--- config.mk ---
export PLATFORM = sky130hd
export DESIGN_NAME = edpd_ram
export DESIGN_NICKNAME = d
export VERILOG_FILES = /design/src/sv/edpd_ram.sv
export SDC_FILE = /design/constraint.sdc
export NUM_CORES = 1
export LEC_CHECK = 0
export ABC_AREA = 1
export BUFFER_PORTS_ARGS = -buffer_cell sky130_fd_sc_hd__buf_2
export CAP_MARGIN = 15
export CORE_AREA = 2 2 156 158
export CTS_BUF_LIST = sky130_fd_sc_hd__clkbuf_4
export DETAILED_ROUTE_END_ITERATION = 12
export DIE_AREA = 0 0 158 160
export PLACE_DENSITY_LB_ADDON = 0.15
export SETUP_SLACK_MARGIN = 0.3
export SYNTH_ARGS = -nofsm -noshare
export SYNTH_HDL_FRONTEND = slang
export SYNTH_SLANG_ARGS = --single-unit
--- constraint.sdc ---
create_clock -name clk -period 1.15 [get_ports clk]
set_clock_uncertainty 0.2 [all_clocks]
set_input_delay 0.115 -clock clk [delete_from_list [all_inputs] [get_ports clk]]
set_output_delay 0.115 -clock clk [all_outputs]
set_load 0.03 [all_outputs]
--- src/sv/edpd_ram.sv ---
// generic simple dual port ram, one write and one registered read port
// no dependencies
`default_nettype none

module edpd_ram #(
  parameter int WIDTH = 8,
  parameter int DEPTH = 16
) (
  input  wire logic                     clk,
  input  wire logic                     we,
  input  wire logic [$clog2(DEPTH)-1:0] waddr,
  input  wire logic [WIDTH-1:0]         wdata,
  input  wire logic                     re,
  input  wire logic [$clog2(DEPTH)-1:0] raddr,
  output logic      [WIDTH-1:0]         rdata
);

  logic [WIDTH-1:0] mem [DEPTH];

  always_ff @(posedge clk) begin
    if (we) begin
      mem[waddr] <= wdata;
    end
    if (re) begin
      rdata <= mem[raddr];
    end
  end

endmodule

`default_nettype wire

==> impl_results.md <==
- Most frequent cells in the layout: nand2_1 (161), edfxtp_1 (136), inv_1 (97)
- Element type at the critical path end: output port
- Port Buffers: 26
- Longest Clk Path Bufs: 2
- Nets@finish: 629
- Max-Cap Viols: 0
- Drt pass-1 iters: 4
- Remaining global-route overflow: 0
- Area Growth Syn to Fin: 26.5%
- # hold bufs at CTS: 5
- # setup viols final: 16
- Mapped Cells: 551
- Iter 0 DRT Violations: 208
- Min Tclk post-route: 1.49 ns
- CP delay by family, top: flip-flops
- DRT antenna net count: 0
- Worst r2r dst: rdata[4]$_DFFE_PP_
- # rows: 57
- Comb power frac: 0.102
- Crit-path cells: buf_6
- Synthesis Warnings: 0
- Io pins: 27
- Root Driver: clkbuf_4
- Internal power: 7.40 mW
- WHS Path Cells: 1
- Failing checks: negative hold slack, negative setup slack
- Layout cell share with drive strength beyond 1: 0.275
- Layout fillers: 2507
- Crit-path max FO: 1
- Post-CTS Repair Setup Buffers: 0
- Die Span X: 158 um
- Crit Path Category: register to output port
- Seq/Total Area, Yosys: 0.698
- Slew Limit Headroom: 0.693
- Placement-stage cell area: 0.00675 mm2
- R2r startpoint: mem[3][4]$_DFFE_PP_
- Hold Path End: mem[1][6]$_DFFE_PP_
- GPL Wtd Cong: 0.737
- Seq. cell area: 0.00408 mm2
- Routed WL per cell: 16.6 um
- FF+latch count, synth: 136
- Initial antenna violation count: 1
- Clock slew seen by the registers of the worst setup and hold paths: 0.12 ns
- Sequential power share: 0.568
- CTS sink count: 136
- Core ar.: 0.0238 mm2
- H-tree depth: 4
- Data arrival, critical path: 1.17 ns
- Final period utilization: 1.29
- Final Hold Violating Endpoints: 119
- Area of the multi-input gates: 0.00160 mm2
- P_sw: 2.47 mW
- Pleak: 3.05 nW
- Total clock buffers created by CTS: 17
- WHS: -0.200 ns
- Worst reg-to-reg path cell count: 6
- Hold crit path type: input port to register
- Initial Util: 0.245
- Post-Syn Area: 0.00585 mm2
- Switching Fraction: 0.251
- Hold Crit Start: wdata[6]
- Largest net degree at the start of global routing: 57
- Clock power share: 0.330
- Vias in the first global route: 3869
- Chip Height: 160 um
- Via count: 3845
- Hpwl dp: 9920 um
- Max Fclk: 673 MHz
- Residual DRC: 0
- Reg2reg setup slack: -0.17 ns
- Gr usage total: 0.133
- CTS tree: done
- CP bufs+invs: 1
- Post-Layout Inst Area: 0.00740 mm2
- Netlist cell types: 11
- Critical Path RT: 0.83 ns
- Setup ws final: -0.336 ns
- Pins Over Slew Limit: 0
- Critical path launch point type: register
- Clock latency on the worst-skew pair: 0.54 ns
- Syn_area_per_cell: 10.6 um2
- Commonest non-fill, non-tap cell in the layout: nand2_1
- Worst-margin pin slew: 0.460 ns
- IR drop worst, VDD: 0.000468 V
- Crit path largest cell delay: 0.46 ns
- First-pass GRT wire length: 24100 um
- WL final: 15700 um
- Post-synth net total: 570
- Pwr dens: 1330 mW/mm2
- RSZ-0062 raised after global routing: yes
- Run status: finished with violations
- Slowest CP cell: edfxtp_1
- Total power: 9.87 mW
- Die footprint: 0.0253 mm2
- Via density: 4.06
-- worst register-to-register path, cell delays in order (launching register included) --
cell	delay, ns
edfxtp_1	0.39
nand2_1	0.08
nand2_1	0.07
nand2_1	0.08
nand3_2	0.10
nand3_2	0.13
nand2_2	0.06
-- state kept, by name (all words and copies together) (netlist names) --
register,cells
rdata,8
mem,128
-- worst max-delay path by stage --
| stage | start | end | slack [ns] | cells past startpoint |
|---|---|---|---|---|
| after detailed placement | raddr[0] | rdata[5]$_DFFE_PP_ | -0.51 | 8 |
| after global placement | raddr[0] | rdata[5]$_DFFE_PP_ | -0.52 | 8 |
| after CTS | rdata[7]$_DFFE_PP_ | rdata[7] | -0.41 | 1 |
| final | rdata[7]$_DFFE_PP_ | rdata[7] | -0.34 | 1 |
| after floorplan | waddr[2] | mem[10][0]$_DFFE_PP_ | -0.04 | 2 |
| after global routing | rdata[7]$_DFFE_PP_ | rdata[7] | -0.42 | 1 |
-- timing repair --
item / in CTS / in global routing
setup endpoints to repair: 16 / 44
gates resized for setup: 47 / 25
pin swaps: 19 / 16
cloned: 0 / 0
endpoints found under the hold margin: 208 / 136
-- power groups by stage --
stage / combinational [mW] / sequential, mW / clock, mW
floorplan: 0.449 / 5.76 / 0
global placement: 0.902 / 5.72 / 0
detailed placement: 0.908 / 5.72 / 0
CTS: 0.996 / 5.61 / 3.37
global route: 1.10 / 5.62 / 3.57
finish: 1.01 / 5.61 / 3.25
-- metal layers --
| metal | up-vias | track usage | wire [um] |
|---|---|---|---|
| li1 | 1905 | - | - |
| met1 | 1854 | 0.188 | 7730 |
| met2 | 71 | 0.203 | 7190 |
| met3 | 15 | 0.0244 | 577 |
| met4 | 0 | 0.0467 | 223 |
| met5 | - | 0 | 0 |
-- synthesized netlist by cell type (all sizes together) --
| cell | n | area share |
|---|---|---|
| nand3 | 97 | 0.083 |
| buf | 24 | 0.028 |
| inv | 102 | 0.065 |
| nand2 | 173 | 0.11 |
| nor2 | 17 | 0.011 |
| edfxtp | 136 | 0.70 |
| nand3b | 2 | 0.0026 |
-- stage by stage --
step | TNS [ns] | std cells | utilization | worst slack, ns
2_1_floorplan | -2.47 | 551 | - | -0.0386
3_3_place_gp | -26.82 | 910 | 0.283 | -0.522
3_5_place_dp | -28.68 | 910 | 0.283 | -0.505
4_1_cts | -3.99 | 946 | 0.306 | -0.406
5_1_grt | -4.52 | 947 | 0.311 | -0.418
6_report | -3.30 | 947 | 0.311 | -0.336
-- final cells by class --
class / instances / share of cell area
diodes: 1 / 0.000338
clock buffers: 17 / 0.0173
clock inverters: 14 / 0.0213
inverters: 102 / 0.0524
multi-input cells: 289 / 0.216
flip-flops and latches: 136 / 0.552
well taps: 324 / 0.0548
repair buffers: 64 / 0.0856
-- cell families after synthesis --
kind of cell	after synthesis	share of synthesized area
buffers and inverters	126	0.0939
flip-flops	136	0.698
AND/OR/NAND/NOR	289	0.208
(Power assumes the default switching activity.)
